[config.mk]
export PLATFORM = sky130hd
export DESIGN_NAME = ssaf_fifo
export DESIGN_NICKNAME = d
export VERILOG_FILES = /design/src/sv/ssaf_pkg.sv /design/src/sv/ssaf_fifo.sv
export SDC_FILE = /design/constraint.sdc
export NUM_CORES = 1
export LEC_CHECK = 0
export BUFFER_PORTS_ARGS = -buffer_cell sky130_fd_sc_hd__clkbuf_2
export CORE_ASPECT_RATIO = 0.5
export CORE_MARGIN = 2
export CORE_UTILIZATION = 56
export CTS_CLUSTER_DIAMETER = 100
export DETAILED_ROUTE_END_ITERATION = 12
export PLACE_DENSITY = 0.78
export SLEW_MARGIN = 5
export SYNTH_ARGS = -nofsm -noshare
export SYNTH_HDL_FRONTEND = slang
export SYNTH_SLANG_ARGS = --single-unit
[constraint.sdc]
create_clock -name clk -period 1.7 [get_ports clk]
set_input_delay 0.255 -clock clk [delete_from_list [all_inputs] [get_ports clk]]
set_output_delay 0.255 -clock clk [all_outputs]
set_load 0.05 [all_outputs]
[src/sv/ssaf_pkg.sv]
// Shared constants and types for the sensor sample to ASCII frame formatter.
// No dependencies; used by every module of the block.
`default_nettype none

package ssaf_pkg;

  // Field and register widths.
  localparam int unsigned SAMPLE_W = 12;
  localparam int unsigned GAIN_W   = 16;
  localparam int unsigned OFFSET_W = 28;
  localparam int unsigned PROD_W   = GAIN_W + SAMPLE_W;
  localparam int unsigned BYTE_W   = 8;
  localparam int unsigned DIGIT_W  = 4;

  // Configuration port.
  localparam int unsigned CFG_IDX_W  = 8;
  localparam int unsigned CFG_DATA_W = 32;

  // Register indexes.
  localparam logic [CFG_IDX_W-1:0] REG_GAIN   = 8'd0;
  localparam logic [CFG_IDX_W-1:0] REG_OFFSET = 8'd1;

  // Reset values of the calibration registers.
  localparam logic [GAIN_W-1:0]   GAIN_RESET   = 16'd36225;
  localparam logic [OFFSET_W-1:0] OFFSET_RESET = 28'd146360000;

  // Default number of decimal digits in a frame.
  localparam int unsigned NUM_DIGITS_DEF = 4;

  // Division by 1000 of a value below 2^28: multiply by ceil(2^38/1000), shift by 38.
  localparam int unsigned               RECIP1000_W     = 29;
  localparam logic [RECIP1000_W-1:0]    RECIP1000       = 29'd274877907;
  localparam int unsigned               RECIP1000_SHIFT = 38;
  localparam int unsigned               QUO_W           = 19;

  // Division by 10 of a value below 2^20: multiply by ceil(2^23/10), shift by 23.
  localparam int unsigned            RECIP10_W     = 20;
  localparam logic [RECIP10_W-1:0]   RECIP10       = 20'd838861;
  localparam int unsigned            RECIP10_SHIFT = 23;

  // Frame characters.
  localparam logic [BYTE_W-1:0] CH_STX  = 8'h02;
  localparam logic [BYTE_W-1:0] CH_DOT  = 8'h2E;
  localparam logic [BYTE_W-1:0] CH_CR   = 8'h0D;
  localparam logic [BYTE_W-1:0] CH_ETX  = 8'h03;
  localparam logic [BYTE_W-1:0] CH_ZERO = 8'h30;

  // Queue between the front and back parts.
  localparam int unsigned QUEUE_DEPTH = 4;

  // Calibration settings handed to the front part.
  typedef struct packed {
    logic [GAIN_W-1:0]   gain;
    logic [OFFSET_W-1:0] offset;
  } cal_cfg_t;

endpackage

`default_nettype wire

[src/sv/ssaf_fifo.sv]
// Short register queue of digit sets between the front and back parts.
// Uses ssaf_pkg for its depth.
`default_nettype none

module ssaf_fifo #(
  parameter int unsigned WIDTH = 16,
  parameter int unsigned DEPTH = ssaf_pkg::QUEUE_DEPTH
) (
  input  wire logic             clk,
  input  wire logic             rst,
  input  wire logic             push,
  input  wire logic [WIDTH-1:0] push_data,
  input  wire logic             pop,
  output logic                  full,
  output logic                  not_empty,
  output logic [WIDTH-1:0]      head
);

  localparam int unsigned PTR_W = (DEPTH > 1) ? $clog2(DEPTH) : 1;
  localparam int unsigned CNT_W = $clog2(DEPTH + 1);

  logic [WIDTH-1:0] mem [DEPTH];
  logic [PTR_W-1:0] wr_ptr;
  logic [PTR_W-1:0] rd_ptr;
  logic [CNT_W-1:0] count;

  // Storage writes.
  always_ff @(posedge clk) begin
    if (push) begin
      mem[wr_ptr] <= push_data;
    end
  end

  // Pointers and fill count.
  always_ff @(posedge clk) begin
    if (rst) begin
      wr_ptr <= '0;
      rd_ptr <= '0;
      count  <= '0;
    end else begin
      if (push) begin
        wr_ptr <= (32'(wr_ptr) == DEPTH - 1) ? '0 : wr_ptr + 1'b1;
      end
      if (pop) begin
        rd_ptr <= (32'(rd_ptr) == DEPTH - 1) ? '0 : rd_ptr + 1'b1;
      end
      if (push && !pop) begin
        count <= count + 1'b1;
      end else if (pop && !push) begin
        count <= count - 1'b1;
      end
    end
  end

  assign full      = (count == CNT_W'(DEPTH));
  assign not_empty = (count != '0);
  assign head      = mem[rd_ptr];

endmodule

`default_nettype wire

# Word-level counts from Yosys, hierarchy flattened

Memories as Yosys holds them, arrays and structs flattened. A register that Yosys moved wholly into a read port is not among the register bits.
Index checks and enable logic that the tools add are counted.

Register bits: 7
Memory bits (writable): 64
Memories kept: 1
Logic and storage cells: 25

Add/subtract/negate cells: 4
Muxes and demuxes: 8
Equal/unequal tests: 3
Reductions and logical operators: 6

Memories:

| memory | words | width | read ports | clocked after Yosys merged registers in | wr ports | line            | text |
|---|---|---|---|---|---|---|---|
| mem    | 4     | 16    | 1          | 1                                       | 1        | ssaf_fifo.sv:22 | `logic [WIDTH-1:0] mem [DEPTH];` |

Operators with widths:

| cell                                              | count |
|---|---|
| 2-to-1 mux 2 bit                                  | 4 |
| 2-to-1 mux 3 bit                                  | 2 |
| adder 2 x 1 -> 2 bit (second input constant)      | 2 |
| equality test 2 bit (second input constant)       | 2 |
| adder 3 x 1 -> 3 bit (second input constant)      | 1 |
| equality test 3 bit (second input constant)       | 1 |
| nonzero test 3 bit                                | 1 |
| subtractor 3 x 1 -> 3 bit (second input constant) | 1 |
| logical AND 1 bit                                 | 2 |
| logical NOT 1 bit                                 | 2 |
| 2-to-1 mux 1 bit                                  | 2 |
| nonzero test 2 bit                                | 1 |

# Depth between registers and ports, before layout

Depth in word-level cells: 4
Mapped depth: 7

# Worst setup path before layout

No wires, ideal clock.

Path type: register to output
Start point: register count[1]
End point: output full
Arrival: 1497 ps
Buffers on the path: 0
Setup slack: -52 ps
Cell stages (with the launch flop): 2
Cells stage by stage: dfxtp_1 > nor3b_1

Longest elaborated chain between the ends: 1

Ends and longest elaborated chain:

| element                  | line            | text |
|---|---|---|
| start: declaration       | ssaf_fifo.sv:25 | `logic [CNT_W-1:0] count;` |
| start signal: assignment | ssaf_fifo.sv:48 | `count <= count + 1'b1;` |
| start signal: assignment | ssaf_fifo.sv:50 | `count <= count - 1'b1;` |
| equality test 3 bit      | ssaf_fifo.sv:55 | `assign full = (count == CNT_W'(DEPTH));` |
| end: declaration         | ssaf_fifo.sv:14 | `output logic full,` |

Every way passes these cells.

==> metrics.cfg <==
[outcome]
outcome = complete, but fails checks
violations = setup timing

[cells_and_area]
fin_area_um2 = 3450
ff_latch_area_um2 = 2110
final_util_pct = 70.8
fin_cells = 252
final_cell_mix = edfxtp_1 (64), clkbuf_2 (21), mux4_2 (16), buf_8 (16), clkbuf_8 (9)
final_nets = 204
drive_gt1_share_pct = 42.9
final_common_cell = edfxtp_1
fill_cells = 327
multi_input_area_um2 = 616
area_growth_pct = 23.6
n_antenna_cell = 0

[clock_network]
clock-sinks = 73
cts_tree = built
cts_buffer_depth = 2
clock-root-buffer = clkbuf_8
htreeDepth = 3
cts_made_buffers = 9
insertion_delay_ns = 0.34
clkTransAtPathRegs_ns = 0.08
hold_buffers = 0

[timing]
min_period_ns = 1.86
fmax_mhz = 539
relSlewSlack_pct = 70.1
finalHoldViolations = 0
hold_slack_ns = 0.130
period_share_pct = 109
rsz0062_at_grt = true
fin_ws_ns = -0.155
finalSetupViolations = 16
skew_ns = 0.0120
final_max_slew_viol_count = 0
tightest_slew_ns = 0.449

[place]
placed_cells = 235
dp_hpwl_mm = 2.72
place_area_um2 = 3080
gp_congestion = 0.672
numPortBuffers = 37

[global_routing]
grt_usage_pct = 18.4
grt_pass1_wl_mm = 6.97
grt_overflow = 0
antenna_found_initial = 0
grt_max_degree = 17
grt_pass1_vias = 1308

[pwr]
total_power_mw = 4.12
p_per_area_nw_per_um2 = 1190
ir_drop_uv = 669
power.leakage_nw = 1.23

[hold_path]
hold_start = push_data[13]
hold_path.class = input port to register
holdPathStages = 1
hold_end = mem[0][13]

[critical_path]
cp-end-kind = output pin
rrSetupSlack_ns = 0.24
reg2regPathDepth = 4
required_ns = 1.44
worst_r2r_endpoint = count[2]
start_kind = register
cp_max_fo = 8
r2r-start = count[0]
worstSetupPathType = register to output pin
arrival_ns = 1.60

[synthesis]
yosysSeqAreaShare_pct = 75.4
synth_area_per_cell_um2 = 21.8
syn_area_um2 = 2790
post-synth-top-area-fraction_pct = 68.9
yosysWarningCount = 0
yosysTopAreaCell = edfxtp_1
ys_ff_latch = 73
synth_nets = 155
synth_cell_type_count = 18
syn_inst = 128
synth.area.top_cells = edfxtp_1 (69%), mux4_2 (8.1%), dfxtp_1 (6.5%)

[floorplan]
die_area_um2 = 5590
core-area_um2 = 4860
start_util_pct = 57.3
fp-row-count = 18
die_y_um = 53.9
die_x_um = 104
design.portCount = 38

[drt]
finalWirelength_mm = 4.87
routedWlPerCell_um = 19.3
vias = 1336
antenna_left = 0
drtIter0Drc = 117
first_pass_iters = 4
drc = 0
via_per_inst = 5.30

[flow_run]
drv_cap = 0

==> worst max-delay path, stage by stage (launching register included) <==
cell and delay (ns):
dfxtp_4 0.39, buf_12 0.15, mux4_2 0.54, buf_8 0.17
==> flip-flops by register name, indices dropped and copies added, names as in the netlist, named ones only <==
| signal | cells |
|---|---|
| wr_ptr | 2 |
| rd_ptr | 2 |
| count | 3 |
| mem | 64 |
==> power by group <==
part | switching (mW) | internal, mW
clock network | 0.642 | 0.674
registers | 0.0447 | 2.04
logic | 0.411 | 0.299
==> synthesized netlist by cell type <==
library cell / instances
a21oi_1: 2
and2_1: 4
inv_1: 4
mux4_1: 6
fa_1: 1
buf_6: 1
edfxtp_1: 64
or3_1: 2
xor2_1: 2
dfxtp_1: 9
nor3b_1: 2
nor2_1: 7
mux2i_1: 4
o21ai_0: 1
buf_2: 2
buf_12: 1
ha_1: 6
mux4_2: 10
==> through the flow <==
stage               worst slack [ns]  setup TNS, ns
floorplan                      0.183              0
global placement              0.0471              0
detailed placement           -0.0145        -0.0145
CTS                           -0.191          -2.64
global route                  -0.214          -3.01
finish                        -0.155          -2.09
==> routing by layer <==
| layer | share of wire (%) | GRT usage (%) | up-vias |
|---|---|---|---|
| met4 | 1.2 | 5.41 | 0 |
| li1 | - | - | 614 |
| met1 | 45 | 22.5 | 680 |
| met5 | 0 | 0 | - |
| met2 | 49 | 31.8 | 34 |
| met3 | 4.1 | 7.02 | 8 |
==> worst max path at each step <==
stage / start / endpoint / slack (ns) / depth (start not counted)
after floorplan: pop / count[2] / 0.18 / 7
final: register / head[5] / -0.16 / 3
after global placement: pop / count[2] / 0.05 / 8
after detailed placement: pop / count[2] / -0.01 / 8
after global routing: register / head[5] / -0.21 / 3
after CTS: register / head[1] / -0.19 / 3
==> cell type report <==
class,instances,area share [%]
Sequential cell,73,61.1
Multi-Input combinational cell,47,17.9
Timing Repair Buffer,42,12.4
Clock buffer,9,3.59
Tap cell,70,2.54
Clock inverter,7,2.03
Inverter,4,0.436
==> kinds of logic after synthesis <==
family                     synth area share (%)
AOI/OAI and AO/OA                         0.538
adders and majority gates                  3.41
and+or+nand+nor                            2.83
buffers and inverters                      2.02
xor gates and xnor gates                  0.628
DFF                                        75.4
muxes                                      15.2
==> repair_timing <==
item                       4_1_cts  5_1_grt
buffers inserted                 0        0
setup endpoints to repair       16       64
gates resized for setup         41       19
gates cloned                     1        0
Note: power is estimated with default switching activity, not from simulation.
