==> config.mk <==
export PLATFORM = sky130hd
export DESIGN_NAME = ssaf_back
export DESIGN_NICKNAME = d
export VERILOG_FILES = /design/src/sv/ssaf_pkg.sv /design/src/sv/ssaf_back.sv
export SDC_FILE = /design/constraint.sdc
export NUM_CORES = 1
export LEC_CHECK = 0
export ABC_AREA = 1
export CAP_MARGIN = 20
export CORE_MARGIN = 2
export CORE_UTILIZATION = 50
export CTS_BUF_LIST = sky130_fd_sc_hd__clkbuf_8
export CTS_CLUSTER_DIAMETER = 100
export CTS_CLUSTER_SIZE = 14
export DETAILED_ROUTE_END_ITERATION = 8
export DONT_BUFFER_PORTS = 1
export PLACE_DENSITY_LB_ADDON = 0.08
export SYNTH_ARGS = -nofsm -noshare
export SYNTH_HDL_FRONTEND = slang
export SYNTH_SLANG_ARGS = --single-unit
==> constraint.sdc <==
create_clock -name clk -period 2 [get_ports clk]
set_clock_uncertainty 0.2 [all_clocks]
set_input_delay 0.1 -clock clk [delete_from_list [all_inputs] [get_ports clk]]
set_output_delay 0.1 -clock clk [all_outputs]
set_load 0.1 [all_outputs]
==> src/sv/ssaf_pkg.sv <==
// Shared constants and types for the sensor sample to ASCII frame formatter.
// No dependencies; used by every module of the block.
`default_nettype none

package ssaf_pkg;

  // Field and register widths.
  localparam int unsigned SAMPLE_W = 12;
  localparam int unsigned GAIN_W   = 16;
  localparam int unsigned OFFSET_W = 28;
  localparam int unsigned PROD_W   = GAIN_W + SAMPLE_W;
  localparam int unsigned BYTE_W   = 8;
  localparam int unsigned DIGIT_W  = 4;

  // Configuration port.
  localparam int unsigned CFG_IDX_W  = 8;
  localparam int unsigned CFG_DATA_W = 32;

  // Register indexes.
  localparam logic [CFG_IDX_W-1:0] REG_GAIN   = 8'd0;
  localparam logic [CFG_IDX_W-1:0] REG_OFFSET = 8'd1;

  // Reset values of the calibration registers.
  localparam logic [GAIN_W-1:0]   GAIN_RESET   = 16'd36225;
  localparam logic [OFFSET_W-1:0] OFFSET_RESET = 28'd146360000;

  // Default number of decimal digits in a frame.
  localparam int unsigned NUM_DIGITS_DEF = 4;

  // Division by 1000 of a value below 2^28: multiply by ceil(2^38/1000), shift by 38.
  localparam int unsigned               RECIP1000_W     = 29;
  localparam logic [RECIP1000_W-1:0]    RECIP1000       = 29'd274877907;
  localparam int unsigned               RECIP1000_SHIFT = 38;
  localparam int unsigned               QUO_W           = 19;

  // Division by 10 of a value below 2^20: multiply by ceil(2^23/10), shift by 23.
  localparam int unsigned            RECIP10_W     = 20;
  localparam logic [RECIP10_W-1:0]   RECIP10       = 20'd838861;
  localparam int unsigned            RECIP10_SHIFT = 23;

  // Frame characters.
  localparam logic [BYTE_W-1:0] CH_STX  = 8'h02;
  localparam logic [BYTE_W-1:0] CH_DOT  = 8'h2E;
  localparam logic [BYTE_W-1:0] CH_CR   = 8'h0D;
  localparam logic [BYTE_W-1:0] CH_ETX  = 8'h03;
  localparam logic [BYTE_W-1:0] CH_ZERO = 8'h30;

  // Queue between the front and back parts.
  localparam int unsigned QUEUE_DEPTH = 4;

  // Calibration settings handed to the front part.
  typedef struct packed {
    logic [GAIN_W-1:0]   gain;
    logic [OFFSET_W-1:0] offset;
  } cal_cfg_t;

endpackage

`default_nettype wire

==> src/sv/ssaf_back.sv <==
// Back part: walks one digit set through the ASCII frame, one byte per beat,
// into a registered output stage. Uses ssaf_pkg for the frame characters.
`default_nettype none

module ssaf_back #(
  parameter int unsigned NUM_DIGITS = ssaf_pkg::NUM_DIGITS_DEF
) (
  input  wire logic                                   clk,
  input  wire logic                                   rst,
  input  wire logic                                   have_item,
  input  wire logic [ssaf_pkg::DIGIT_W*NUM_DIGITS-1:0] digits,
  output logic                                        pop,
  output logic                                        out_valid,
  input  wire logic                                   out_stall,
  output logic [ssaf_pkg::BYTE_W-1:0]                 frame_byte,
  output logic                                        last
);

  localparam int unsigned FRAME_LEN = NUM_DIGITS + 4;
  localparam int unsigned IDX_W     = $clog2(FRAME_LEN);

  logic [IDX_W-1:0]              idx;
  logic                          advance;
  logic                          at_end;
  logic [ssaf_pkg::BYTE_W-1:0]   byte_c;

  assign advance = have_item && (!out_valid || !out_stall);
  assign at_end  = (idx == IDX_W'(FRAME_LEN - 1));
  assign pop     = advance && at_end;

  // Pick the frame byte for the current position.
  always_comb begin
    byte_c = ssaf_pkg::CH_ETX;
    for (int k = 0; k < NUM_DIGITS - 1; k++) begin
      if (idx == IDX_W'(NUM_DIGITS + 1 - k)) begin
        byte_c = ssaf_pkg::CH_ZERO +
                 ssaf_pkg::BYTE_W'(digits[ssaf_pkg::DIGIT_W*k +: ssaf_pkg::DIGIT_W]);
      end
    end
    if (idx == IDX_W'(0)) begin
      byte_c = ssaf_pkg::CH_STX;
    end else if (idx == IDX_W'(1)) begin
      byte_c = ssaf_pkg::CH_ZERO + ssaf_pkg::BYTE_W'(
               digits[ssaf_pkg::DIGIT_W*(NUM_DIGITS-1) +: ssaf_pkg::DIGIT_W]);
    end else if (idx == IDX_W'(2)) begin
      byte_c = ssaf_pkg::CH_DOT;
    end else if (idx == IDX_W'(NUM_DIGITS + 2)) begin
      byte_c = ssaf_pkg::CH_CR;
    end
  end

  // Output register payload.
  always_ff @(posedge clk) begin
    if (advance) begin
      frame_byte <= byte_c;
      last       <= at_end;
    end
  end

  // Byte position and output valid.
  always_ff @(posedge clk) begin
    if (rst) begin
      idx       <= '0;
      out_valid <= 1'b0;
    end else if (advance) begin
      out_valid <= 1'b1;
      idx       <= at_end ? '0 : idx + 1'b1;
    end else if (!out_stall) begin
      out_valid <= 1'b0;
    end
  end

endmodule

`default_nettype wire

* Yosys cells after proc, flatten, opt, wreduce, memory -nomap -nowiden
Index checks and enable logic that the tools add are counted.
** Operators by class
- Add/subtract/negate cells :: 5
- Equal/unequal tests :: 8
- Muxes and demuxes :: 9
- Reductions and logical operators :: 6
** Operator list (count)
- 8-bit 2-to-1 mux :: 5
- 6-bit by 4-bit adder with 7-bit output, first input constant :: 4
- 3-bit == test, second input constant :: 4
- 7-bit 2-to-1 mux :: 1
- 3-bit by 2-bit == test with 1-bit output, second input constant :: 2
- 3-bit by 1-bit adder with 3-bit output, second input constant :: 1
- 3-bit by 1-bit == test with 1-bit output, second input constant :: 1
- 3-bit logical NOT :: 1
- 3-bit 2-to-1 mux :: 1
- 1-bit logical AND :: 2
- 1-bit logical NOT :: 2
- 1-bit 2-to-1 mux :: 2
- 2-bit by 1-bit inequality test with 1-bit output, second input constant :: 1
- 1-bit logical OR :: 1
** Word-level totals
- Bits in registers :: 13

* Logic depth before layout (Yosys ltp)
- Depth after elaboration :: 7
- Mapped depth :: 8
- Mapped depth without buffers :: 8

* Worst setup path before layout
Ideal clock, no wire load.
- Path type :: reg-to-output
- From :: reg out_valid
- To :: out pop
- Arrival :: 2.220 ns
- Data required time :: 1.700 ns
- Path slack :: -0.520 ns
- Stages on the path, launching flop included :: 4
- Path buffers :: 0
- Cell sequence :: dfxtp_1 -> nand2_1 -> nand2_2 -> nor2_1
** Between the ends
- Word-level cells in the longest chain between the ends :: 4
** Ends and longest elaborated chain
- start: declaration :: RTL line ssaf_back.sv:13 : output logic out_valid,
- start signal: assignment :: RTL line ssaf_back.sv:64 : out_valid <= 1'b0;
- start signal: assignment :: RTL line ssaf_back.sv:66 : out_valid <= 1'b1;
- start signal: assignment :: RTL line ssaf_back.sv:69 : out_valid <= 1'b0;
- 1-bit logical NOT :: RTL line ssaf_back.sv:27 : assign advance = have_item && (!out_valid || !out_stall);
- 1-bit logical OR :: RTL line ssaf_back.sv:27
- 1-bit logical AND :: RTL line ssaf_back.sv:27
- 1-bit logical AND :: RTL line ssaf_back.sv:29 : assign pop = advance && at_end;
- end: declaration :: RTL line ssaf_back.sv:12 : output logic pop,
No other way between the ends.

* Worst setup path in the final report
- From :: reg idx[0]
- To :: out pop
** Between the ends
- Word-level cells in the longest chain between the ends :: 2
** Ends and longest elaborated chain
- start: declaration :: RTL line ssaf_back.sv:22 : logic [IDX_W-1:0] idx;
- start signal: assignment :: RTL line ssaf_back.sv:67 : idx <= at_end ? '0 : idx + 1'b1;
- 3-bit == test :: RTL line ssaf_back.sv:28 : assign at_end = (idx == IDX_W'(FRAME_LEN - 1));
- named net at_end :: RTL line ssaf_back.sv:24 : logic at_end;
- 1-bit logical AND :: RTL line ssaf_back.sv:29
The timed path passes the listed nets, and every way through them passes these cells.

==> run_results.csv <==
group,metric,value,unit
power,ir_worst_vdd,0.5628,mV
yosys,yosys_warnings,0,
place,dp.cells,113,
grt,grt.total_usage,0.2042,
worst_setup_path,critPathMaxStageDelay,0.38,ns
floorplan,core_area,0.001318,mm²
clocking,root_buffer,"clkbuf_8",
floorplan,pin_count,31,
worst_setup_path,path_cells,"ha_1, ha_1, inv_1, nor2_4, buf_12",
detailed_routing,first_pass_iters,4,
worst_setup_path,worstReg2RegStart,"idx[1]",
floorplan,die_y,41.87,µm
layout,drive_gt1_frac,0.2202,
layout,final_cell_mix,"21 x nand2_1, 13 x inv_1, 9 x a21oi_1, 9 x buf_4",
detailed_routing,drt-initial-drc-count,25,
clocking,cts_buffers,3,
min_path,whs_endpoint,"frame_byte[3]",
clocking,clk_latency,0.24,ns
detailed_routing,wl_per_cell,12.97,µm
worst_setup_path,slowest_stage,"dfxtp_1",
power,pwr_density_cell,845.4,mW/mm²
yosys,synth-seq-area-share,0.4049,
floorplan,die-area,0.001753,mm²
layout,area_delta_synth_final,28.80,%
grt,grtUsageMet2,0.3531,
clocking,cts_buffer_depth,2,
worst_setup_path,reg2reg_slack,0.29,ns
grt,overflow,0,
clocking,ctsResizeCount,0,
worst_setup_path,path_buf_inv,2,
layout,nets,136,
floorplan,fp.dieW,41.87,µm
min_path,hold_depth,2,
worst_setup_path,r2r-end,"frame_byte[3]",
detailed_routing,remaining_drc_errors,0,
place,pre_cts_slack,0.3407,ns
clocking,tritoncts,"done",
worst_setup_path,reg2reg_depth,7,
sta,fin_crit_sh,0.8666,
layout,diodes,0,
worst_setup_path,critical-path-top-delay-family,"adder cells",
min_path,hp-class,"input pin to flip-flop",
grt,antenna_found_initial,0,
worst_setup_path,crit_start,"idx[0]",
worst_setup_path,start_kind,"flip-flop",
detailed_routing,drt_wl_total,1608,µm
clocking,post_cts_buffers,0,
floorplan,start_util,0.5442,
grt,top_usage_layer,"met2",
place,placed_area,808.3,µm²
grt,use_met3,0.05652,
yosys,syn_avg_cell_area,7.966,µm²
place,routabilityCongestion,0.8426,
clocking,path_clk_slew,0.05,ns
grt,grt_pass1_wl,2684,µm
sta,tns,0,ns
power,power,0.0007806,W
place,port_buffers,0,
sta,slew_viol_final,0,
clocking,clock_sinks,11,
floorplan,rows,13,
layout,fin_area,923.4,µm²
status,status,"completed",
sta,fin_crit,1.733,ns
detailed_routing,dr_total_vias,654,
grt,first_global_vias,638,
grt,grt_max_degree,10,
power,p_leak,0.4538,nW
detailed_routing,ant_nets,0,
layout,final_common_cell,"nand2_1",
sta,rsz0062_at_grt,"no",
yosys,synth-seq-cells,11,
yosys,mappedNetlistArea,716.9,µm²
worst_setup_path,path_max_fanout,4,
worst_setup_path,path_common_cell,"ha_1",
sta,layout_setup_ws,0.2667,ns
worst_setup_path,cp-end-kind,"primary output",
worst_setup_path,worst-endpoint-required,1.70,ns
place,dpl.hpwl,1165,µm
worst_setup_path,critPathKind,"flip-flop to primary output",
sta,hold_viol,0,
yosys,synthCells,90,
grt,use_met1,0.2234,
detailed_routing,drt-vias-per-instance,5.274,
min_path,hp-start,"digits[11]",
worst_setup_path,worstPathArrival,1.43,ns
sta,fmaxAchievable,576.9,MHz
layout,instances_no_fill,124,
clocking,hold_buffers,7,
sta,finalSetupViolCount,0,
yosys,synth_cell_type_count,21,
clocking,h-tree-depth,1,
run,cap_viol_max_count,0,
[registers in the layout, summed over array words and instances, names as in the netlist]
name	count
frame_byte	6
idx	3
last	1
out_valid	1
[layer usage]
layer	vias up	share of wire
met5	-	0
met3	4	0.060
met1	295	0.42
met2	26	0.50
li1	329	-
met4	0	0.018
[cell families (layout without fill, tap and decap cells)]
family	count (synthesis)	after routing	synth area share
AO/OA/AOI/OAI	18	18	0.1414
AND/OR/NAND/NOR	37	37	0.2304
buffers and inverters	17	35	0.1134
other	1	2	0.005231
adder cells (fa/ha/maj)	6	6	0.1047
flip-flops	11	11	0.4049
[worst reg2reg max path, cell delays in order (launching register included)]
cell and delay [ns]:
dfxtp_1 0.33, inv_1 0.13, ha_1 0.30, inv_1 0.07, nor2_1 0.16, inv_1 0.10
o21ai_0 0.09, a21oi_1 0.08
[synth_stat cells (all sizes together)]
| library cell | count | area [µm²] |
|---|---|---|
| inv | 14 | 55.05 |
| buf | 3 | 26.27 |
| o21ai | 5 | 25.02 |
| dfxtp | 4 | 80.08 |
| a21oi | 10 | 53.80 |
| nor3 | 1 | 5.000 |
| a211oi | 3 | 22.52 |
| nand3 | 2 | 10.01 |
| nor2 | 8 | 35.03 |
| conb | 1 | 3.750 |
| nand2 | 26 | 115.1 |
| edfxtp | 7 | 210.2 |
| ha | 6 | 75.07 |
[where the power goes]
part	internal [W]	total (W)	switching, W	leakage (nW)
logic	0.0000689	0.000283	0.000214	0.325
clock network	0.000135	0.000218	0.0000835	0.0269
registers	0.000269	0.000279	0.0000105	0.102
[final cells by class]
class	count	area [µm²]
Timing Repair Buffer	17	157.7
Fill cell	115	394.1
Inverter	14	55.05
Tap cell	15	18.77
Multi-Input combinational cell	63	356.6
Sequential cell	11	290.3
Clock buffer	3	41.29
Clock inverter	1	3.754
[per-stage QoR]
| step | util | hold WS (ns) |
|---|---|---|
| finish | 0.7009 | 0.002858 |
| global route | 0.7009 | 0.03430 |
| CTS | 0.7009 | 0.0004063 |
| detailed placement | 0.6135 | -0.02812 |
| global placement | 0.6135 | -0.02983 |
| floorplan | - | -0.03093 |
[how the worst max path moves through the flow]
stage | to | slack [ns] | cells after the start
final | pop | 0.27 | 5
after global routing | frame_byte[2] | 0.14 | 7
after CTS | pop | 0.27 | 5
after detailed placement | frame_byte[3] | 0.34 | 7
after global placement | frame_byte[1] | 0.36 | 7
after floorplan | idx[2] | 0.07 | 5
No activity file was read; power rests on OpenSTA's default activity.
