<file path="config.mk">
export PLATFORM = sky130hd
export DESIGN_NAME = ssaf_front
export DESIGN_NICKNAME = d
export VERILOG_FILES = /design/src/sv/ssaf_pkg.sv /design/src/sv/ssaf_front.sv
export SDC_FILE = /design/constraint.sdc
export NUM_CORES = 2
export LEC_CHECK = 0
export BUFFER_PORTS_ARGS = -buffer_cell sky130_fd_sc_hd__buf_2
export CORE_ASPECT_RATIO = 0.7
export CORE_UTILIZATION = 60
export CTS_BUF_LIST = sky130_fd_sc_hd__clkbuf_2
export DETAILED_ROUTE_END_ITERATION = 16
export HOLD_SLACK_MARGIN = 0.05
export PLACE_DENSITY = 0.77
export SYNTH_ARGS = -nofsm -noshare
export SYNTH_HDL_FRONTEND = slang
export SYNTH_SLANG_ARGS = --single-unit
</file>
<file path="constraint.sdc">
create_clock -name clk -period 19.1 [get_ports clk]
set_input_delay 2.865 -clock clk [delete_from_list [all_inputs] [get_ports clk]]
set_output_delay 2.865 -clock clk [all_outputs]
set_load 0.01 [all_outputs]
</file>
<file path="src/sv/ssaf_pkg.sv">
// Shared constants and types for the sensor sample to ASCII frame formatter.
// No dependencies; used by every module of the block.
`default_nettype none

package ssaf_pkg;

  // Field and register widths.
  localparam int unsigned SAMPLE_W = 12;
  localparam int unsigned GAIN_W   = 16;
  localparam int unsigned OFFSET_W = 28;
  localparam int unsigned PROD_W   = GAIN_W + SAMPLE_W;
  localparam int unsigned BYTE_W   = 8;
  localparam int unsigned DIGIT_W  = 4;

  // Configuration port.
  localparam int unsigned CFG_IDX_W  = 8;
  localparam int unsigned CFG_DATA_W = 32;

  // Register indexes.
  localparam logic [CFG_IDX_W-1:0] REG_GAIN   = 8'd0;
  localparam logic [CFG_IDX_W-1:0] REG_OFFSET = 8'd1;

  // Reset values of the calibration registers.
  localparam logic [GAIN_W-1:0]   GAIN_RESET   = 16'd36225;
  localparam logic [OFFSET_W-1:0] OFFSET_RESET = 28'd146360000;

  // Default number of decimal digits in a frame.
  localparam int unsigned NUM_DIGITS_DEF = 4;

  // Division by 1000 of a value below 2^28: multiply by ceil(2^38/1000), shift by 38.
  localparam int unsigned               RECIP1000_W     = 29;
  localparam logic [RECIP1000_W-1:0]    RECIP1000       = 29'd274877907;
  localparam int unsigned               RECIP1000_SHIFT = 38;
  localparam int unsigned               QUO_W           = 19;

  // Division by 10 of a value below 2^20: multiply by ceil(2^23/10), shift by 23.
  localparam int unsigned            RECIP10_W     = 20;
  localparam logic [RECIP10_W-1:0]   RECIP10       = 20'd838861;
  localparam int unsigned            RECIP10_SHIFT = 23;

  // Frame characters.
  localparam logic [BYTE_W-1:0] CH_STX  = 8'h02;
  localparam logic [BYTE_W-1:0] CH_DOT  = 8'h2E;
  localparam logic [BYTE_W-1:0] CH_CR   = 8'h0D;
  localparam logic [BYTE_W-1:0] CH_ETX  = 8'h03;
  localparam logic [BYTE_W-1:0] CH_ZERO = 8'h30;

  // Queue between the front and back parts.
  localparam int unsigned QUEUE_DEPTH = 4;

  // Calibration settings handed to the front part.
  typedef struct packed {
    logic [GAIN_W-1:0]   gain;
    logic [OFFSET_W-1:0] offset;
  } cal_cfg_t;

endpackage

`default_nettype wire

</file>
<file path="src/sv/ssaf_front.sv">
// Front part: calibrates a sample, scales it to 0.001 cm, saturates it and
// splits it into decimal digits in a stall-able pipeline. Uses ssaf_pkg.
`default_nettype none

module ssaf_front #(
  parameter int unsigned NUM_DIGITS = ssaf_pkg::NUM_DIGITS_DEF
) (
  input  wire logic                           clk,
  input  wire logic                           rst,
  input  wire logic                           en,
  input  wire ssaf_pkg::cal_cfg_t             cfg,
  input  wire logic                           in_fire,
  input  wire logic [ssaf_pkg::SAMPLE_W-1:0]  sample,
  output logic                                digits_valid,
  output logic [ssaf_pkg::DIGIT_W*NUM_DIGITS-1:0] digits
);

  localparam int unsigned FULL   = 10**NUM_DIGITS - 1;
  localparam int unsigned POS_W  = $clog2(FULL + 1);
  localparam int unsigned DIG_W  = ssaf_pkg::DIGIT_W * NUM_DIGITS;
  localparam int unsigned M10_W  = POS_W + ssaf_pkg::RECIP10_W;
  localparam int unsigned M1K_W  = ssaf_pkg::OFFSET_W + ssaf_pkg::RECIP1000_W;

  // Calibration stages.
  logic                            v1, v2, v3;
  logic [ssaf_pkg::PROD_W-1:0]     prod1;
  logic [ssaf_pkg::OFFSET_W-1:0]   diff2;
  logic [ssaf_pkg::QUO_W-1:0]      quo3;

  // Digit stages: index 0 holds the saturated position, stage i+1 has digit i.
  logic                  dvalid [NUM_DIGITS+1];
  logic [POS_W-1:0]      dval   [NUM_DIGITS+1];
  logic [DIG_W-1:0]      ddig   [NUM_DIGITS+1];

  logic [M1K_W-1:0]               mul1k;
  logic [M1K_W-1:0]               mul1k_sh;
  logic [ssaf_pkg::PROD_W-1:0]    diff_c;
  logic [POS_W-1:0]               pos_c;

  logic [M10_W-1:0]   mul10   [NUM_DIGITS];
  logic [M10_W-1:0]   mul10_sh[NUM_DIGITS];
  logic [POS_W-1:0]   quo10   [NUM_DIGITS];
  logic [POS_W-1:0]   rem_full[NUM_DIGITS];
  logic [ssaf_pkg::DIGIT_W-1:0] rem10[NUM_DIGITS];
  logic [DIG_W-1:0]   ddig_next[NUM_DIGITS];

  // Offset removal clamps at zero instead of wrapping.
  always_comb begin
    if (prod1 > ssaf_pkg::PROD_W'(cfg.offset)) begin
      diff_c = prod1 - ssaf_pkg::PROD_W'(cfg.offset);
    end else begin
      diff_c = '0;
    end
  end

  // Divide by 1000 through a reciprocal multiply.
  always_comb begin
    mul1k    = M1K_W'(diff2) * M1K_W'(ssaf_pkg::RECIP1000);
    mul1k_sh = mul1k >> ssaf_pkg::RECIP1000_SHIFT;
  end

  // Saturate to the largest value the digits can show.
  always_comb begin
    if (32'(quo3) > 32'(FULL)) begin
      pos_c = POS_W'(FULL);
    end else begin
      pos_c = POS_W'(quo3);
    end
  end

  // One divide by ten per digit stage; the new digit joins those already found.
  always_comb begin
    for (int i = 0; i < NUM_DIGITS; i++) begin
      mul10[i]    = M10_W'(dval[i]) * M10_W'(ssaf_pkg::RECIP10);
      mul10_sh[i] = mul10[i] >> ssaf_pkg::RECIP10_SHIFT;
      quo10[i]    = mul10_sh[i][POS_W-1:0];
      rem_full[i] = dval[i] - POS_W'(quo10[i] * POS_W'(10));
      rem10[i]    = rem_full[i][ssaf_pkg::DIGIT_W-1:0];
      ddig_next[i] = ddig[i];
      ddig_next[i][ssaf_pkg::DIGIT_W*i +: ssaf_pkg::DIGIT_W] = rem10[i];
    end
  end

  // Pipeline registers; the whole pipe holds while en is low.
  always_ff @(posedge clk) begin
    if (en) begin
      prod1 <= ssaf_pkg::PROD_W'(cfg.gain) * ssaf_pkg::PROD_W'(sample);
      diff2 <= ssaf_pkg::OFFSET_W'(diff_c);
      quo3  <= mul1k_sh[ssaf_pkg::QUO_W-1:0];
      dval[0] <= pos_c;
      ddig[0] <= '0;
      for (int i = 0; i < NUM_DIGITS; i++) begin
        dval[i+1] <= quo10[i];
        ddig[i+1] <= ddig_next[i];
      end
    end
    if (rst) begin
      v1 <= 1'b0;
      v2 <= 1'b0;
      v3 <= 1'b0;
      for (int i = 0; i <= NUM_DIGITS; i++) begin
        dvalid[i] <= 1'b0;
      end
    end else if (en) begin
      v1 <= in_fire;
      v2 <= v1;
      v3 <= v2;
      dvalid[0] <= v3;
      for (int i = 0; i < NUM_DIGITS; i++) begin
        dvalid[i+1] <= dvalid[i];
      end
    end
  end

  assign digits_valid = dvalid[NUM_DIGITS] & en;
  assign digits       = ddig[NUM_DIGITS];

endmodule

`default_nettype wire

</file>
# --- After elaboration in Yosys (flattened, before gate mapping) ---
# Memories as Yosys holds them, arrays and structs flattened.
# Index checks and enable logic that the tools add are counted.
totals:
  regBits: 78
  ramBits: 155
  inputBits: 60
  output_inout_bits: 17
  wordCells: 44
  memories: 3
mem_list:
  columns: ["name", "depth", "width", "read_ports", "rd_ports_with_merged_regs", "write_ports", "line_no", "source"]
  rows:
  - ["ddig", 5, 16, 5, 0, 5, "ssaf_front.sv:33", "logic [DIG_W-1:0] ddig [NUM_DIGITS+1];"]
  - ["dval", 5, 14, 4, 0, 5, "ssaf_front.sv:32", "logic [POS_W-1:0] dval [NUM_DIGITS+1];"]
  - ["dvalid", 5, 1, 5, 0, 5, "ssaf_front.sv:31", "logic dvalid [NUM_DIGITS+1];"]
op_classes:
  n_addsub: 5
  mul: 10
  magnitude_cmp: 2
  muxes: 12
  bitwise_logic: 6
op_table:
  columns: ["cell", "n"]
  rows:
  - ["$mul A14 B20 Y34 const B", 4]
  - ["$mul A28 B29 Y57 const B", 1]
  - ["$mul A11 B3 Y3 const B", 4]
  - ["$gt A28 B28 Y1", 1]
  - ["$mul A16 B12 Y28", 1]
  - ["$sub A28 B28 Y28", 1]
  - ["$gt A19 B14 Y1 const B", 1]
  - ["$sub A4 B4 Y4", 4]
  - ["$mux W14", 1]
  - ["$mux W1", 11]
  - ["$or A1 B1 Y1", 5]
  - ["$and A1 B1 Y1", 1]

# --- Longest topological paths before layout ---
logic_depth:
  word_depth: 4
  mapped_depth: 26
  depth_no_buf: 26

# --- Least setup slack after synthesis ---
# No wires, ideal clock.
synth_timing:
  kind: "input -> register"
  startpoint: "in sample[3] (netlist name)"
  endpoint: "reg prod1[24] (netlist name), data pin"
  setup_time_ps: 258
  arrival_time_ps: 7949
  required_time_ps: 18842
  setup_slack_ps: 10893
  stages: 19
  n_path_buf: 1
  cell_sequence: "clkbuf_1 > nand2_1 > fa_1 > inv_1 > fa_1 > inv_1 > fa_1 > inv_1 > fa_1 > fa_1 > ha_1 > a21o_1 > or3_1 > o211ai_1 > a41oi_1 > or4b_1 > a31o_2 > a21oi_1 > xnor2_1"
synth_between:
  elab_chain_len: 1
synth_rtl:
  columns: ["item", "line_no", "source"]
  rows:
  - ["from (decl)", "ssaf_front.sv:13", "input wire logic [ssaf_pkg::SAMPLE_W-1:0] sample,"]
  - ["$mul A16 B12 Y28", "ssaf_front.sv:87", "prod1 <= ssaf_pkg::PROD_W'(cfg.gain) * ssaf_pkg::PROD_W'(sample);"]
  - ["to (signal assigned)", "ssaf_front.sv:87", null]
  - ["to (decl)", "ssaf_front.sv:26", "logic [ssaf_pkg::PROD_W-1:0] prod1;"]
# No other way between the ends.
# A chain may end at the register's enable or synchronous reset.

# --- Final worst setup path ---
layout_timing:
  startpoint: "reg diff2[1] (netlist name)"
  endpoint: "reg quo3[16] (netlist name), data pin"
layout_between:
  elab_chain_len: 1
layout_rtl:
  columns: ["item", "line_no", "source"]
  rows:
  - ["from (decl)", "ssaf_front.sv:27", "logic [ssaf_pkg::OFFSET_W-1:0] diff2;"]
  - ["from (signal assigned)", "ssaf_front.sv:88", "diff2 <= ssaf_pkg::OFFSET_W'(diff_c);"]
  - ["$mul A28 B29 Y57", "ssaf_front.sv:58", "mul1k = M1K_W'(diff2) * M1K_W'(ssaf_pkg::RECIP1000);"]
  - ["net mul1k[54]", "ssaf_front.sv:35", "logic [M1K_W-1:0] mul1k;"]
  - ["to (signal assigned)", "ssaf_front.sv:89", "quo3 <= mul1k_sh[ssaf_pkg::QUO_W-1:0];"]
  - ["to (decl)", "ssaf_front.sv:28", "logic [ssaf_pkg::QUO_W-1:0] quo3;"]
# The timed path passes the listed nets, and every way through them passes these cells.

==> results.sh <==
export IMPL_crit_chain="ha_1 -> fa_1 -> fa_1 -> inv_1 -> fa_1 -> fa_1 -> fa_1 -> fa_1 -> inv_1 -> ha_1 -> and3_1 -> o2111ai_1 -> nor3_1 -> o2111ai_1 -> and3_1 -> a211oi_2 -> nor2_1 -> o311ai_1 -> a21oi_1 -> xnor2_1"
export IMPL_htree_num_levels=4
export IMPL_root_buffer="clkbuf_2"
export IMPL_rows=72
export IMPL_worst_setup_path_type="reg2reg"
export IMPL_worstMarginPinSlew_ps=1151
export IMPL_clkTransAtPathRegs_ps=260
export IMPL_end_kind="register"
export IMPL_pin_count=77
export IMPL_finalCritPeriodShare_pct=41.43
export IMPL_drt_wl_total_mm=69.21
export IMPL_drt_iter0_drc=1188
export IMPL_syn_instance_count=3325
export IMPL_insertion_delay_ps=910
export IMPL_grt_first_pass_wirelength_mm=115.0
export IMPL_vias=21895
export IMPL_cts_resized=0
export IMPL_slowest_delay_ps=820
export IMPL_final_common_cell="inv_1"
export IMPL_crit_slowest_cell="edfxtp_1"
export IMPL_holdBufCountCts=0
export IMPL_io_buffers=76
export IMPL_nets=4715
export IMPL_drive_above_1_share_pct=4.017
export IMPL_antenna_found_initial=3
export IMPL_cts_made_buffers=17
export IMPL_setup_viol=0
export IMPL_via_per_inst=5.305
export IMPL_drtAntennaViolNets=0
export IMPL_syn_area_um2=34190
export IMPL_core_um2=55760
export IMPL_finClkSkew_ps=46.95
export IMPL_ys_types=66
export IMPL_detailed_place_hpwl_mm=60.56
export IMPL_path_buf_inv=2
export IMPL_synth_nets=4667
export IMPL_ys_warnings_count=0
export IMPL_post_route_min_period_ps=7913
export IMPL_cts_buffer_depth=2
export IMPL_overflow=0
export IMPL_min_path_type="reg2reg"
export IMPL_start_kind="register"
export IMPL_dieArea_um2=57960
export IMPL_syn_area_per_cell_um2=10.28
export IMPL_critical_path_top_delay_family="adder cells"
export IMPL_grt_pass1_vias=22443
export IMPL_finalSetupTns_ps=0
export IMPL_ys_seq_area_share_pct=14.58
export IMPL_synth_enable_flop_cells=164
export IMPL_firstDrtPassIters=7
export IMPL_clock_fmax_ghz=0.1264
export IMPL_wl_per_cell_um=16.77
export IMPL_cp_data_arrival_time_ps=8590
export IMPL_status="complete, no violations"
export IMPL_die_w_um=287.3
export IMPL_grt_use_total_pct=25.33
export IMPL_synth_flop_cell="edfxtp_1"
export IMPL_route_detailed_drc=0
export IMPL_final_max_slew_viol_count=0
export IMPL_rsz0062_at_grt="no"
export IMPL_cts_tree="built"
export IMPL_cp_max_fo=10
export IMPL_cpMostUsedCell="fa_1"
export IMPL_cts_setup_buffers=0
export IMPL_cap_violations=0
export IMPL_slew_headroom_pct=23.27
export IMPL_initial_core_util_pct=61.32
export IMPL_grt_max_degree=73
export IMPL_clock_sinks=167
export IMPL_hold_viol=0
export IMPL_worstPathRequired_ps=19780
export IMPL_syn_to_final_growth_pct=3.941
export IMPL_async_flop_share_pct=0
export IMPL_ys_ff_latch=167
export IMPL_place_congestion=0.9714
export IMPL_layout_common_cells="inv_1, ha_1, fa_1"
export IMPL_die_h_um=201.7
==> worst register-to-register path, stage by stage, from the launching register on <==
cell	delay, ps
edfxtp_1	820
ha_1	470
fa_1	490
fa_1	440
inv_1	100
fa_1	450
fa_1	500
fa_1	530
fa_1	510
inv_1	60
ha_1	290
and3_1	180
o2111ai_1	140
nor3_1	760
o2111ai_1	320
and3_1	330
a211oi_2	350
nor2_1	120
o311ai_1	540
a21oi_1	170
xnor2_1	150
==> synth_stat cells (3+ instances only) <==
cell | instances | area share, %
a211oi_1 | 6 | 0.13
nor2_1 | 75 | 0.82
o31ai_1 | 7 | 0.15
xnor2_1 | 65 | 1.7
edfxtp_1 | 164 | 14
a21boi_0 | 4 | 0.088
o21ai_0 | 46 | 0.67
and3_1 | 13 | 0.24
o21ai_1 | 6 | 0.088
ha_1 | 732 | 27
a31o_2 | 3 | 0.077
fa_1 | 550 | 32
and2_1 | 79 | 1.4
nand2b_1 | 15 | 0.27
nand2_1 | 156 | 1.7
o2111ai_1 | 4 | 0.10
nand3_1 | 30 | 0.44
mux2i_1 | 3 | 0.088
inv_1 | 957 | 11
o21bai_1 | 11 | 0.24
xor2_1 | 34 | 0.87
nand4_1 | 15 | 0.27
o22ai_1 | 4 | 0.073
a41o_1 | 3 | 0.088
a221oi_1 | 5 | 0.13
a211o_1 | 3 | 0.077
a21o_1 | 46 | 1.0
a21oi_1 | 84 | 1.2
clkbuf_1 | 31 | 0.34
o21a_1 | 20 | 0.44
or2_2 | 17 | 0.31
a41oi_1 | 5 | 0.13
nor3_1 | 25 | 0.37
or3_1 | 20 | 0.37
dfxtp_1 | 3 | 0.18
and4_1 | 4 | 0.10
nor4_1 | 3 | 0.055
o211ai_1 | 4 | 0.088
nor2b_1 | 17 | 0.31
a31oi_1 | 3 | 0.055
buf_4 | 16 | 0.35
a2111oi_0 | 3 | 0.077
==> registers in the layout (all words and copies together) (netlist names) <==
register / flops
v2: 1
diff2: 28
v3: 1
prod1: 28
ddig: 40
quo3: 19
dvalid: 5
dval: 44
v1: 1
==> through the flow <==
| stage | hold WS, ps | cells | worst slack, ps | util, % | cell area (um^2) |
|---|---|---|---|---|---|
| 3_3_place_gp | 401.1 | 4094 | 10570 | 63.26 | 35280 |
| 6_report | 459.4 | 4127 | 11190 | 63.74 | 35540 |
| 5_1_grt | 462.5 | 4127 | 10890 | 63.74 | 35540 |
| 3_5_place_dp | 405.2 | 4094 | 10540 | 63.26 | 35280 |
| 4_1_cts | 460.0 | 4126 | 11240 | 63.73 | 35540 |
| 2_1_floorplan | 400.3 | 3325 | 10890 | - | 34190 |
==> cell families (layout without fill, tap and decap cells) <==
kind of cell | after synthesis | count (layout) | share of synthesized area (%)
xor+xnor | 100 | 100 | 2.602
compound gates | 288 | 288 | 5.547
fa+ha+maj | 1282 | 1282 | 58.98
mux | 4 | 4 | 0.1208
other cells | 0 | 1 | 0
flops | 167 | 167 | 14.58
buf+inv | 1006 | 1067 | 11.23
simple gates | 478 | 478 | 6.941
==> area by class of cell <==
cell class,count,area [um^2]
Antenna cell,1,2.502
Clock buffer,17,85.08
Clock inverter,15,178.9
Fill cell,4417,20220
Inverter,957,3592
Multi-Input combinational cell,2152,25370
Sequential cell,167,4985
Tap cell,740,925.9
Timing Repair Buffer,78,401.6
==> metal layers <==
metal	part of all wire, %	track usage [%]
met1	50	39.14
met2	42	36.35
met3	7.7	6.066
met4	1.1	4.350
met5	0.027	0
==> path summary, 6_finish.rpt <==
path,startpoint,to,slack (ps),cells after the start
setup / recovery,diff2[1]$_SDFFCE_PP0P_,quo3[16]$_DFFE_PP_,11190,20
hold / removal,ddig[0][54]$_DFFE_PP_,ddig[0][70]$_DFFE_PP_,460,0
setup reg to reg,diff2[1]$_SDFFCE_PP0P_,quo3[16]$_DFFE_PP_,11190,20
hold reg to reg,ddig[0][54]$_DFFE_PP_,ddig[0][70]$_DFFE_PP_,460,0
Power is left out: the tool's default activity adds up to more than one toggle a clock period on the data nets, which glitch-free logic cannot reach.
